--- src/integer_to_ascii_text_unit_assert.svh ---
// Assertion macros used by the top-level file of this block.
`ifndef INTEGER_TO_ASCII_TEXT_UNIT_ASSERT_SVH
`define INTEGER_TO_ASCII_TEXT_UNIT_ASSERT_SVH

// The consequent must hold in the same cycle as the antecedent.
`define ITOA_ASSERT_IMP(label, clk, rstn, ante, cons) \
    label: assert property (@(posedge clk) disable iff (!rstn) (ante) |-> (cons)) \
        else $error("integer_to_ascii_text_unit: same-cycle check failed");

// The consequent must hold in the cycle after the antecedent.
`define ITOA_ASSERT_NEXT(label, clk, rstn, ante, cons) \
    label: assert property (@(posedge clk) disable iff (!rstn) (ante) |=> (cons)) \
        else $error("integer_to_ascii_text_unit: next-cycle check failed");

`endif

--- src/itoa_pkg.sv ---
package itoa_pkg;

    localparam int WORD_BITS  = 32;
    localparam int VALUE_BITS = 32;
    localparam int DEC_DIGITS = (WORD_BITS * 30103) / 100000 + 1;
    localparam int HEX_DIGITS = (WORD_BITS + 3) / 4;
    localparam int DIG_COUNT  = (DEC_DIGITS > HEX_DIGITS) ? DEC_DIGITS : HEX_DIGITS;
    localparam int BCD_BITS   = 4 * DIG_COUNT;
    localparam int IDX_W      = $clog2(DIG_COUNT);
    localparam int CNT_W      = $clog2(WORD_BITS);
    localparam int QDEPTH     = 2;
    localparam int QPTR_W     = $clog2(QDEPTH);
    localparam int QCNT_W     = $clog2(QDEPTH + 1);

    localparam logic [7:0] CH_ZERO  = 8'h30;
    localparam logic [7:0] CH_NINE  = 8'h39;
    localparam logic [7:0] CH_LOW_A = 8'h61;
    localparam logic [7:0] CH_LOW_F = 8'h66;
    localparam logic [7:0] CH_MINUS = 8'h2d;
    localparam logic [7:0] CH_X     = 8'h78;

    typedef enum logic [1:0] {
        ACT_HEX  = 2'd0,
        ACT_UDEC = 2'd1,
        ACT_SDEC = 2'd2
    } action_t;

    typedef enum logic [2:0] {
        ST_IDLE,
        ST_CONV,
        ST_SCAN,
        ST_PRE0,
        ST_PRE1,
        ST_DIG
    } state_t;

    // One classified item on its way from the front to the back.
    typedef struct packed {
        logic                 hex;
        logic                 neg;
        logic [WORD_BITS-1:0] mag;
    } item_t;

    function automatic logic [7:0] hex_char(input logic [3:0] nib);
        logic [7:0] c;
        case (nib)
            4'ha:    c = CH_LOW_A;
            4'hb:    c = CH_LOW_A + 8'd1;
            4'hc:    c = CH_LOW_A + 8'd2;
            4'hd:    c = CH_LOW_A + 8'd3;
            4'he:    c = CH_LOW_A + 8'd4;
            4'hf:    c = CH_LOW_F;
            default: c = CH_ZERO + {4'd0, nib};
        endcase
        return c;
    endfunction

endpackage

--- src/itoa_front.sv ---
module itoa_front (
    input  logic                             s_tvalid,
    input  logic [1:0]                       action,
    input  logic [itoa_pkg::VALUE_BITS-1:0] value,
    input  logic                             q_full,
    output logic                             s_tready,
    output logic                             push,
    output itoa_pkg::item_t                  push_item
);

    logic [itoa_pkg::WORD_BITS-1:0] v;
    logic                           neg;
    logic                           known;

    assign v     = value[itoa_pkg::WORD_BITS-1:0];
    assign known = (action == itoa_pkg::ACT_HEX) || (action == itoa_pkg::ACT_UDEC) ||
                   (action == itoa_pkg::ACT_SDEC);
    assign neg   = (action == itoa_pkg::ACT_SDEC) && v[itoa_pkg::WORD_BITS-1];

    // An unused action code is taken and dropped without a result.
    assign s_tready = !q_full;
    assign push     = s_tvalid && s_tready && known;

    always_comb
    begin
        push_item.hex = (action == itoa_pkg::ACT_HEX);
        push_item.neg = neg;
        // The magnitude is formed unsigned, so the most negative value stays exact.
        push_item.mag = neg ? (~v + itoa_pkg::WORD_BITS'(1)) : v;
    end

endmodule

--- src/itoa_queue.sv ---
module itoa_queue (
    input  logic            clk,
    input  logic            rst_n,
    input  logic            push,
    input  itoa_pkg::item_t push_item,
    input  logic            pop,
    output logic            full,
    output logic            valid,
    output itoa_pkg::item_t pop_item
);

    itoa_pkg::item_t               mem_reg [itoa_pkg::QDEPTH];
    logic [itoa_pkg::QPTR_W-1:0]   wr_ptr_reg, wr_ptr_next;
    logic [itoa_pkg::QPTR_W-1:0]   rd_ptr_reg, rd_ptr_next;
    logic [itoa_pkg::QCNT_W-1:0]   count_reg, count_next;
    logic                          do_push, do_pop;

    assign full     = (count_reg == itoa_pkg::QCNT_W'(itoa_pkg::QDEPTH));
    assign valid    = (count_reg != '0);
    assign pop_item = mem_reg[rd_ptr_reg];
    assign do_push  = push && !full;
    assign do_pop   = pop && valid;

    always_comb
    begin
        wr_ptr_next = wr_ptr_reg;
        rd_ptr_next = rd_ptr_reg;
        count_next  = count_reg;
        if (do_push)
        begin
            wr_ptr_next = (wr_ptr_reg == itoa_pkg::QPTR_W'(itoa_pkg::QDEPTH - 1)) ?
                          '0 : wr_ptr_reg + itoa_pkg::QPTR_W'(1);
        end
        if (do_pop)
        begin
            rd_ptr_next = (rd_ptr_reg == itoa_pkg::QPTR_W'(itoa_pkg::QDEPTH - 1)) ?
                          '0 : rd_ptr_reg + itoa_pkg::QPTR_W'(1);
        end
        if (do_push && !do_pop)
        begin
            count_next = count_reg + itoa_pkg::QCNT_W'(1);
        end
        else if (do_pop && !do_push)
        begin
            count_next = count_reg - itoa_pkg::QCNT_W'(1);
        end
    end

    always_ff @(posedge clk or negedge rst_n)
    begin
        if (!rst_n)
        begin
            wr_ptr_reg <= '0;
            rd_ptr_reg <= '0;
            count_reg  <= '0;
        end
        else
        begin
            wr_ptr_reg <= wr_ptr_next;
            rd_ptr_reg <= rd_ptr_next;
            count_reg  <= count_next;
        end
    end

    always_ff @(posedge clk)
    begin
        if (do_push)
        begin
            mem_reg[wr_ptr_reg] <= push_item;
        end
    end

endmodule

--- src/itoa_back.sv ---
module itoa_back (
    input  logic            clk,
    input  logic            rst_n,
    input  logic            q_valid,
    input  itoa_pkg::item_t q_item,
    output logic            q_pop,
    output logic            m_tvalid,
    input  logic            m_tready,
    output logic [7:0]      m_tdata,
    output logic            m_tlast
);

    itoa_pkg::state_t                state_reg, state_next;
    logic [itoa_pkg::WORD_BITS-1:0]  bin_reg, bin_next;
    logic [itoa_pkg::BCD_BITS-1:0]   bcd_reg, bcd_next;
    logic [itoa_pkg::CNT_W-1:0]      cnt_reg, cnt_next;
    logic [itoa_pkg::IDX_W-1:0]      idx_reg, idx_next;
    logic                            hex_reg, hex_next;
    logic                            neg_reg, neg_next;
    logic                            m_tvalid_reg, m_tvalid_next;
    logic [7:0]                      m_tdata_reg, m_tdata_next;
    logic                            m_tlast_reg, m_tlast_next;

    logic                            out_free;
    logic                            emit;
    logic [7:0]                      emit_char;
    logic                            emit_last;
    logic [3:0]                      digs [itoa_pkg::DIG_COUNT];
    logic [itoa_pkg::BCD_BITS-1:0]   bcd_adj;
    logic [itoa_pkg::IDX_W-1:0]      msd;

    assign out_free = !m_tvalid_reg || m_tready;
    assign m_tvalid = m_tvalid_reg;
    assign m_tdata  = m_tdata_reg;
    assign m_tlast  = m_tlast_reg;

    // Digit view of the conversion register, the add-3 correction, and the
    // position of the leading nonzero digit (digit zero when all are zero).
    always_comb
    begin
        msd = '0;
        for (int i = 0; i < itoa_pkg::DIG_COUNT; i++)
        begin
            digs[i] = bcd_reg[4*i +: 4];
            bcd_adj[4*i +: 4] = (digs[i] >= 4'd5) ? digs[i] + 4'd3 : digs[i];
            if (digs[i] != 4'd0)
            begin
                msd = itoa_pkg::IDX_W'(i);
            end
        end
    end

    always_comb
    begin
        state_next = state_reg;
        case (state_reg)
            itoa_pkg::ST_IDLE:
            begin
                if (q_valid)
                begin
                    state_next = q_item.hex ? itoa_pkg::ST_SCAN : itoa_pkg::ST_CONV;
                end
            end
            itoa_pkg::ST_CONV:
            begin
                if (cnt_reg == itoa_pkg::CNT_W'(itoa_pkg::WORD_BITS - 1))
                begin
                    state_next = itoa_pkg::ST_SCAN;
                end
            end
            itoa_pkg::ST_SCAN:
            begin
                state_next = (hex_reg || neg_reg) ? itoa_pkg::ST_PRE0 : itoa_pkg::ST_DIG;
            end
            itoa_pkg::ST_PRE0:
            begin
                if (out_free)
                begin
                    state_next = hex_reg ? itoa_pkg::ST_PRE1 : itoa_pkg::ST_DIG;
                end
            end
            itoa_pkg::ST_PRE1:
            begin
                if (out_free)
                begin
                    state_next = itoa_pkg::ST_DIG;
                end
            end
            itoa_pkg::ST_DIG:
            begin
                if (out_free && (idx_reg == '0))
                begin
                    state_next = itoa_pkg::ST_IDLE;
                end
            end
            default:
            begin
                state_next = itoa_pkg::ST_IDLE;
            end
        endcase
    end

    always_comb
    begin
        q_pop     = 1'b0;
        emit      = 1'b0;
        emit_char = itoa_pkg::CH_ZERO;
        emit_last = 1'b0;
        bin_next  = bin_reg;
        bcd_next  = bcd_reg;
        cnt_next  = cnt_reg;
        idx_next  = idx_reg;
        hex_next  = hex_reg;
        neg_next  = neg_reg;
        case (state_reg)
            itoa_pkg::ST_IDLE:
            begin
                if (q_valid)
                begin
                    q_pop    = 1'b1;
                    hex_next = q_item.hex;
                    neg_next = q_item.neg;
                    bin_next = q_item.mag;
                    cnt_next = '0;
                    // Hex digits are the nibbles themselves.
                    bcd_next = q_item.hex ? itoa_pkg::BCD_BITS'(q_item.mag) : '0;
                end
            end
            itoa_pkg::ST_CONV:
            begin
                bcd_next = {bcd_adj[itoa_pkg::BCD_BITS-2:0], bin_reg[itoa_pkg::WORD_BITS-1]};
                bin_next = {bin_reg[itoa_pkg::WORD_BITS-2:0], 1'b0};
                cnt_next = cnt_reg + itoa_pkg::CNT_W'(1);
            end
            itoa_pkg::ST_SCAN:
            begin
                idx_next = msd;
            end
            itoa_pkg::ST_PRE0:
            begin
                emit      = out_free;
                emit_char = hex_reg ? itoa_pkg::CH_ZERO : itoa_pkg::CH_MINUS;
            end
            itoa_pkg::ST_PRE1:
            begin
                emit      = out_free;
                emit_char = itoa_pkg::CH_X;
            end
            itoa_pkg::ST_DIG:
            begin
                emit      = out_free;
                emit_char = itoa_pkg::hex_char(digs[idx_reg]);
                emit_last = (idx_reg == '0);
                if (out_free && (idx_reg != '0))
                begin
                    idx_next = idx_reg - itoa_pkg::IDX_W'(1);
                end
            end
            default:
            begin
                emit = 1'b0;
            end
        endcase
    end

    always_comb
    begin
        m_tvalid_next = m_tvalid_reg;
        m_tdata_next  = m_tdata_reg;
        m_tlast_next  = m_tlast_reg;
        if (out_free)
        begin
            m_tvalid_next = emit;
            m_tdata_next  = emit_char;
            m_tlast_next  = emit_last;
        end
    end

    always_ff @(posedge clk or negedge rst_n)
    begin
        if (!rst_n)
        begin
            state_reg    <= itoa_pkg::ST_IDLE;
            cnt_reg      <= '0;
            idx_reg      <= '0;
            m_tvalid_reg <= 1'b0;
        end
        else
        begin
            state_reg    <= state_next;
            cnt_reg      <= cnt_next;
            idx_reg      <= idx_next;
            m_tvalid_reg <= m_tvalid_next;
        end
    end

    always_ff @(posedge clk)
    begin
        bin_reg     <= bin_next;
        bcd_reg     <= bcd_next;
        hex_reg     <= hex_next;
        neg_reg     <= neg_next;
        m_tdata_reg <= m_tdata_next;
        m_tlast_reg <= m_tlast_next;
    end

endmodule

--- src/integer_to_ascii_text_unit.sv ---
// Channel  | Direction | tdata            | tuser          | tlast
// s_       | in        | [31:0] value     | [1:0] action   | -
// m_       | out       | [7:0] text_char  | -              | last
//
// In the back part a hex item prints 1 to 8 digits after its prefix.
// A decimal item first goes through the bit-serial binary to BCD conversion, then
// prints a minus sign if it is negative and 1 to 10 digits.
// The two-entry queue lets the front take up to two items while the back is busy.
// Reset clears the control state; no results are pending after it.
// A stall on the result side holds the back part; the front keeps filling the queue until it is full.
module integer_to_ascii_text_unit (
    input  logic                             clk,
    input  logic                             rst_n,
    input  logic                             s_tvalid,
    output logic                             s_tready,
    input  logic [itoa_pkg::VALUE_BITS-1:0] s_tdata,  // value
    input  logic [1:0]                       s_tuser,  // action
    output logic                             m_tvalid,
    input  logic                             m_tready,
    output logic [7:0]                       m_tdata,  // text_char
    output logic                             m_tlast
);

`include "integer_to_ascii_text_unit_assert.svh"

    logic            q_full;
    logic            q_valid;
    logic            q_push;
    logic            q_pop;
    itoa_pkg::item_t push_item;
    itoa_pkg::item_t pop_item;
    logic            last_is_digit;

    itoa_front u_front (
        .s_tvalid  (s_tvalid),
        .action    (s_tuser),
        .value     (s_tdata),
        .q_full    (q_full),
        .s_tready  (s_tready),
        .push      (q_push),
        .push_item (push_item)
    );

    itoa_queue u_queue (
        .clk       (clk),
        .rst_n     (rst_n),
        .push      (q_push),
        .push_item (push_item),
        .pop       (q_pop),
        .full      (q_full),
        .valid     (q_valid),
        .pop_item  (pop_item)
    );

    itoa_back u_back (
        .clk      (clk),
        .rst_n    (rst_n),
        .q_valid  (q_valid),
        .q_item   (pop_item),
        .q_pop    (q_pop),
        .m_tvalid (m_tvalid),
        .m_tready (m_tready),
        .m_tdata  (m_tdata),
        .m_tlast  (m_tlast)
    );

    assign last_is_digit = ((m_tdata >= itoa_pkg::CH_ZERO) && (m_tdata <= itoa_pkg::CH_NINE)) ||
                           ((m_tdata >= itoa_pkg::CH_LOW_A) && (m_tdata <= itoa_pkg::CH_LOW_F));

    // A pushed item is waiting in the queue on the next cycle.
    `ITOA_ASSERT_NEXT(a_push_lands, clk, rst_n, q_push, q_valid)
    // Back-pressure on the input only comes from a queue that holds items.
    `ITOA_ASSERT_IMP(a_stall_full, clk, rst_n, !s_tready, q_valid)
    // The final character of every text is a digit.
    `ITOA_ASSERT_IMP(a_last_digit, clk, rst_n, m_tvalid && m_tlast, last_is_digit)

endmodule

--- config.mk ---
export PLATFORM = sky130hd
export DESIGN_NAME = integer_to_ascii_text_unit
export DESIGN_NICKNAME = d
export VERILOG_FILES = /design/src/itoa_pkg.sv /design/src/itoa_front.sv /design/src/itoa_queue.sv /design/src/itoa_back.sv /design/src/integer_to_ascii_text_unit.sv
export VERILOG_INCLUDE_DIRS = /design/src /design/src/src
export SDC_FILE = /design/constraint.sdc
export NUM_CORES = 1
export LEC_CHECK = 0
export BUFFER_PORTS_ARGS = -buffer_cell sky130_fd_sc_hd__buf_2
export CAP_MARGIN = 5
export CORE_UTILIZATION = 40
export CTS_CLUSTER_DIAMETER = 60
export DETAILED_ROUTE_END_ITERATION = 10
export RECOVER_POWER = 25
export REMOVE_ABC_BUFFERS = 1
export SYNTH_ARGS = -nofsm -noshare
export SYNTH_HDL_FRONTEND = slang
export SYNTH_SLANG_ARGS = --single-unit
--- constraint.sdc ---
create_clock -name clk -period 3.9 [get_ports clk]
set_clock_uncertainty 0.1 [all_clocks]
set_input_delay 0.975 -clock clk [delete_from_list [all_inputs] [get_ports clk]]
set_output_delay 0.975 -clock clk [all_outputs]
set_load 0.02 [all_outputs]
; Yosys cells after proc, flatten, opt, wreduce, memory -nomap -nowiden
; Memories as Yosys holds them, arrays and structs flattened.
; Cells that the tools add are included.
; Widths: inputs -> output; s select.
[op_classes]
n_addsub = 18
n_lt_le_gt_ge = 11
eq_ne = 21
mux = 53
n_bitwise = 2
reduce_logical = 39
[op_table]
columns = op, count
row1 = $mux 32, 3
row2 = $mux 4, 20
row3 = $pmux 40 s2, 1
row4 = $pmux 32 s2, 1
row5 = $pmux 8 s6, 1
row6 = $ge 4x3->1 const B, 10
row7 = $mux 40, 1
row8 = $reduce_bool 4->1, 10
row9 = $add 4x2->4 const B, 9
row10 = $add 32x1->32 const B, 1
row11 = $not 32->32, 1
row12 = $eq 4x4->1 const B, 6
row13 = $pmux 8 s3, 1
row14 = $mux 3, 7
row15 = $pmux 3 s6, 1
row16 = $bmux 4 s4, 1
row17 = $mux 5, 2
row18 = $ne 2x1->1 const B, 5
row19 = $pmux 5 s2, 1
row20 = $logic_and 1x1->1, 9
row21 = $mux 1, 9
row22 = $pmux 4 s2, 1
row23 = $reduce_bool 2->1, 4
row24 = $add 6x4->7 const A, 1
row25 = 24 further kinds, 38
[totals]
regBits = 100
ram_bits = 68
in_bits = 38
out_inout_bits = 11
word_cells = 158
memories = 1
[mem_list]
columns = name, depth, word_bits, read_ports, rd_clocked_by_memory_dff, wr, line_no
row1 = u_queue.mem_reg, 2, 34, 1, 0, 1, itoa_queue.sv:12  ; itoa_pkg::item_t mem_reg [itoa_pkg::QDEPTH];

; Logic depth before layout (Yosys ltp)
[depth]
depth_word = 11
depth_mapped = 10
mapped_depth_nobuf = 8

; Cells and area by module
; A second synthesis with hierarchy kept.
[unflattened]
cells_unflattened = 810
area_unflattened_um2 = 9027.4
[by_module_without_submodules]
columns = module, instances, cells_per_inst, area_each_um2, seq_area_each_um2
row1 = itoa_back, 1, 576, 5517.8, 2757.6
row2 = itoa_queue, 1, 125, 2805.2, 2142.1
row3 = itoa_front, 1, 109, 704.4, 0.0

; Least setup slack after synthesis
; OpenSTA, ideal clock, no wires.
[synth_timing]
path_type = reg-to-reg
start = register u_back.state_reg[1]
end = register u_back.cnt_reg[2] (netlist name)
setup_ns = 0.128
arrival_ns = 3.146
t_required_ns = 3.672
path_slack_ns = 0.527
path_stages_with_launch = 8
n_path_buf = 2
period_less_slack_ns = 3.373
path_cell_list = dfrtp_1 > clkbuf_1 > or3_1 > clkbuf_1 > nand2_1 > o21ai_0 > nand2_1 > o21ai_0
[synth_via]
elab_chain_len = 3
elab_cells_between_ends = 6
classes_between = 2 x eq/ne / 1 x mux / 3 x reduce/logical
[synth_rtl]
columns = element, line_no
row1 = "start, declared", itoa_back.sv:13  ; itoa_pkg::state_t state_reg, state_next;
row2 = "start signal, assigned", itoa_back.sv:183  ; state_reg <= itoa_pkg::ST_IDLE;
row3 = "start signal, assigned", itoa_back.sv:190  ; state_reg <= state_next;
row4 = $eq 3x1->1 or $logic_not 3->1 (tied branches), itoa_back.sv:115  ; case (state_reg)
row5 = $reduce_bool 2->1 (no source line) or $ne 2x2->1 (tied branches), --
row6 = $reduce_and 2->1 (no source line), --
row7 = "end signal, assigned", itoa_back.sv:191  ; cnt_reg <= cnt_next;
row8 = "end, declared", itoa_back.sv:16  ; logic [itoa_pkg::CNT_W-1:0] cnt_reg, cnt_next;
; Parallel ways exist; a longest one is shown, timed or not.
; A chain may end at the register's enable or synchronous reset.

; Worst setup path after layout
[layout_timing]
start = input port s_tuser[1]
end = memory u_queue.mem_reg[0][25] (netlist name) (enable)
[layout_via]
elab_chain_len = 7
elab_cells_between_ends = 9
classes_between = 2 x eq/ne / 2 x mux / 5 x reduce/logical
[layout_rtl]
columns = element, line_no
row1 = "start, declared", integer_to_ascii_text_unit.sv:17  ; input logic [1:0] s_tuser,
row2 = $eq 2x1->1 or $logic_not 2->1 (tied branches), itoa_front.sv:16  ; assign known = (action == itoa_pkg::ACT_HEX) || (action == itoa_pkg::ACT_UDEC) ||
row3 = $logic_or 1x1->1, itoa_front.sv:16
row4 = $logic_or 1x1->1 (*), itoa_front.sv:16
row5 = $logic_and 1x1->1 (*), itoa_front.sv:22  ; assign push = s_tvalid && s_tready && known;
row6 = $logic_and 1x1->1 (*), itoa_queue.sv:21  ; assign do_push = push && !full;
row7 = $mux 1 (*), itoa_queue.sv:67  ; if (do_push)
row8 = $mux 1 (implied by the code) (*), itoa_queue.sv:69  ; mem_reg[wr_ptr_reg] <= push_item;
row9 = "end, declared", itoa_queue.sv:12
; Every way passes the cells marked *; elsewhere a longest branch is shown, timed or not.

==> impl_results.md <==
* Crit path launch type: input pin
* Hold Buf Count CTS at 0
* FMAX at 0.325 GHz
* GP Congestion at 0.816
* Filler cells at 1,978
* Power per cell area at 878 nW/um^2
* DRT Wirelength at 17.4 mm
* Yosys warnings at 0
* Number of remaining DRC errors at 0
* Crit path required time at 3.80 ns
* H-tree depth at 4
* Slew Limit Fails at 35
* Synth Cell Area at 8630 um^2
* LEAKAGE at 3.69 nW
* PostCTS Resize Cnt at 0
* Period minus WS final at 3.08 ns
* Top Ports at 49
* Setup CP Type: in2reg
* EDFF count, synth at 149
* Crit path capture type: register
* Vias per cell at 5.28
* Setup bufs post-CTS at 0
* VDD IR max at 0.000423 V
* Post-Layout Cell Count at 1,066
* Commonest cells after routing, fill and taps aside: edfxtp_1 (149), a21oi_1 (80), nor2_1 (78)
* Async S/R FF share, synth at 10.2%
* Switching part of the total at 38.2%
* Global-route wire length before repair at 28.4 mm
* Yosys reg bits at 166
* Share of layout cells above drive strength 1 at 13.4%
* Initial antenna violation count at 0
* Via count at 5,629
* TritonRoute pass-1 iters at 5
* GRT Resource Usage Total at 16.8%
* Max_cap viols at 1
* Area of the die at 22,200 um^2
* Synthesis-to-finish area growth at 13.0%
* Least-Margin Pin Slew at 2.10 ns
* M2 GR Usage at 27.2%
* # diodes at 0
* Unrepaired setup endpoints after global routing: false
* Worst endpoint data arrival time at 2.98 ns
* Internal Power at 0.00529 W
* DRT iter0 DRCs at 337
* TritonCTS Buffers at 17
* Synth cell types at 68
* Routed length per instance at 16.3 um
* Max incr delay on CP at 1.50 ns
* Yosys top cell area share at 51.8%
* Hold Crit Class: reg2reg
* Starting Density at 40.9%
* Final hold violation count at 0
* Later-pin clock latency in the skew report at 0.43 ns
* CP Max Fanout at 34
* Grt ovf at 0
* Primary FF master, synth: edfxtp_1
* Nets at 841
* Synth area leaders: edfxtp_1 (52%), mux2i_1 (5.1%), dfrtp_1 (4.9%)
* Logic pwr share at 39.1%
* Status: finished with violations
* Max clock buf depth at 2
* Final setup fails at 0
* Worst-path cell chain: clkbuf_1, nand2_1, nand3_1, nor2_4, clkbuf_1
* Failing checks: capacitance limit, slew limit
* Slew Limit Headroom at -40.3%
* Clk network pwr share at 20.5%
* Most common cell after layout, fill and taps aside: edfxtp_1
* Grt met3 use at 2.51%
* Clock slew at reported path FFs at 0.07 ns
* Die width at 149 um
* # port buffers at 46
* HPWL Detailed at 12.0 mm
* Placed cell count at 1,034
* Post-synthesis average cell area at 11.7 um^2
* Pin count of the biggest net entering global routing at 59
* Routed Antenna Nets at 0
* Seq/Total Area, Yosys at 56.8%
* Net Switching at 0.00327 W
* Die outline height at 149 um
* Clk root buf: clkbuf_16
* Slowest CP cell: clkbuf_1
* Post-Route Setup TNS at 0 ns
* CP most frequent cell: clkbuf_1
* Sequential share of power at 40.3%
* Hold slack at 0.419 ns
* Vias in the first global route at 5,358
* GR peak layer: met2
* Final Cycle Share at 79.0%
* Cells after Synth at 735
* Std-Cell Rows at 53
* CTS sink count at 166
* Met1 Use GR at 22.4%
* Core area at 21,100 um^2
* Max reg flops at 68
* Area leader, netlist: edfxtp_1
* CTS tree: built
-- Yosys cell counts (all sizes together) (17+ instances only) --
| master | instances |
|---|---|
| clkbuf | 19 |
| o22ai | 31 |
| o21ai | 36 |
| nand2 | 28 |
| inv | 38 |
| mux2i | 44 |
| ha | 25 |
| a21oi | 80 |
| nor2 | 79 |
| xnor2 | 27 |
| dfrtp | 17 |
| xor2 | 28 |
| edfxtp | 149 |
-- power by group through the flow --
stage | logic [W] | clock network [W] | registers, W
global route | 0.00378 | 0.00186 | 0.00355
finish | 0.00335 | 0.00176 | 0.00345
floorplan | 0.00244 | 0 | 0.00349
detailed placement | 0.00336 | 0 | 0.00349
global placement | 0.00332 | 0 | 0.00348
CTS | 0.00339 | 0.00179 | 0.00345
-- cell type report --
type / count / area, um^2 / share of cell area (%)
Multi-Input combinational cell: 500 / 3450 / 35.4
Clock buffer: 18 / 429 / 4.40
Inverter: 38 / 143 / 1.46
Timing Repair Buffer: 55 / 299 / 3.07
Sequential cell: 166 / 4900 / 50.2
Clock inverter: 14 / 188 / 1.92
Tap cell: 275 / 344 / 3.53
-- worst max-delay path: cells and delay by family --
kind | cells | cell delay, ns
and+or+nand+nor | 3 | 0.35
buffers and inverters | 2 | 1.61
-- metrics by stage --
stage	power, W	cell area, um^2	utilization (%)	setup slack (ns)
global placement	0.00680	9150	43.4	0.609
finish	0.00856	9760	46.3	0.820
floorplan	0.00592	8480	-	-1.41
CTS	0.00864	9770	46.3	1.05
detailed placement	0.00685	9150	43.4	0.620
global route	0.00919	9760	46.3	0.605
-- layer usage --
metal,share of wire (%),vias up
met4,2.2,0
met1,47,2682
li1,-,2800
met2,48,125
met3,3.6,22
met5,0,-
-- final timing paths --
kind,start,to,slack [ns],cells after the start
min reg2reg,u_back.cnt_reg[2],u_back.cnt_reg[2],0.42,1
min,u_back.cnt_reg[2],u_back.cnt_reg[2],0.42,1
max reg2reg,u_queue.count_reg[0],u_queue.mem_reg[0][25],0.97,4
max in group asynchronous,rst_n,u_queue.rd_ptr_reg,2.46,1
max,s_tuser[1],u_queue.mem_reg[0][25],0.82,5
min in group asynchronous,rst_n,u_back.cnt_reg[3],0.58,1
-- logic make-up after synthesis --
logic type                 synth area share [%]
buffers and inverters                      3.41
xor gates and xnor gates                   5.58
and+or+nand+nor                            11.0
DFF                                        56.8
AOI/OAI and AO/OA                          13.1
muxes                                      6.36
other                                    0.0870
adders and majority gates                  3.62
No activity file was read; power rests on OpenSTA's default activity.
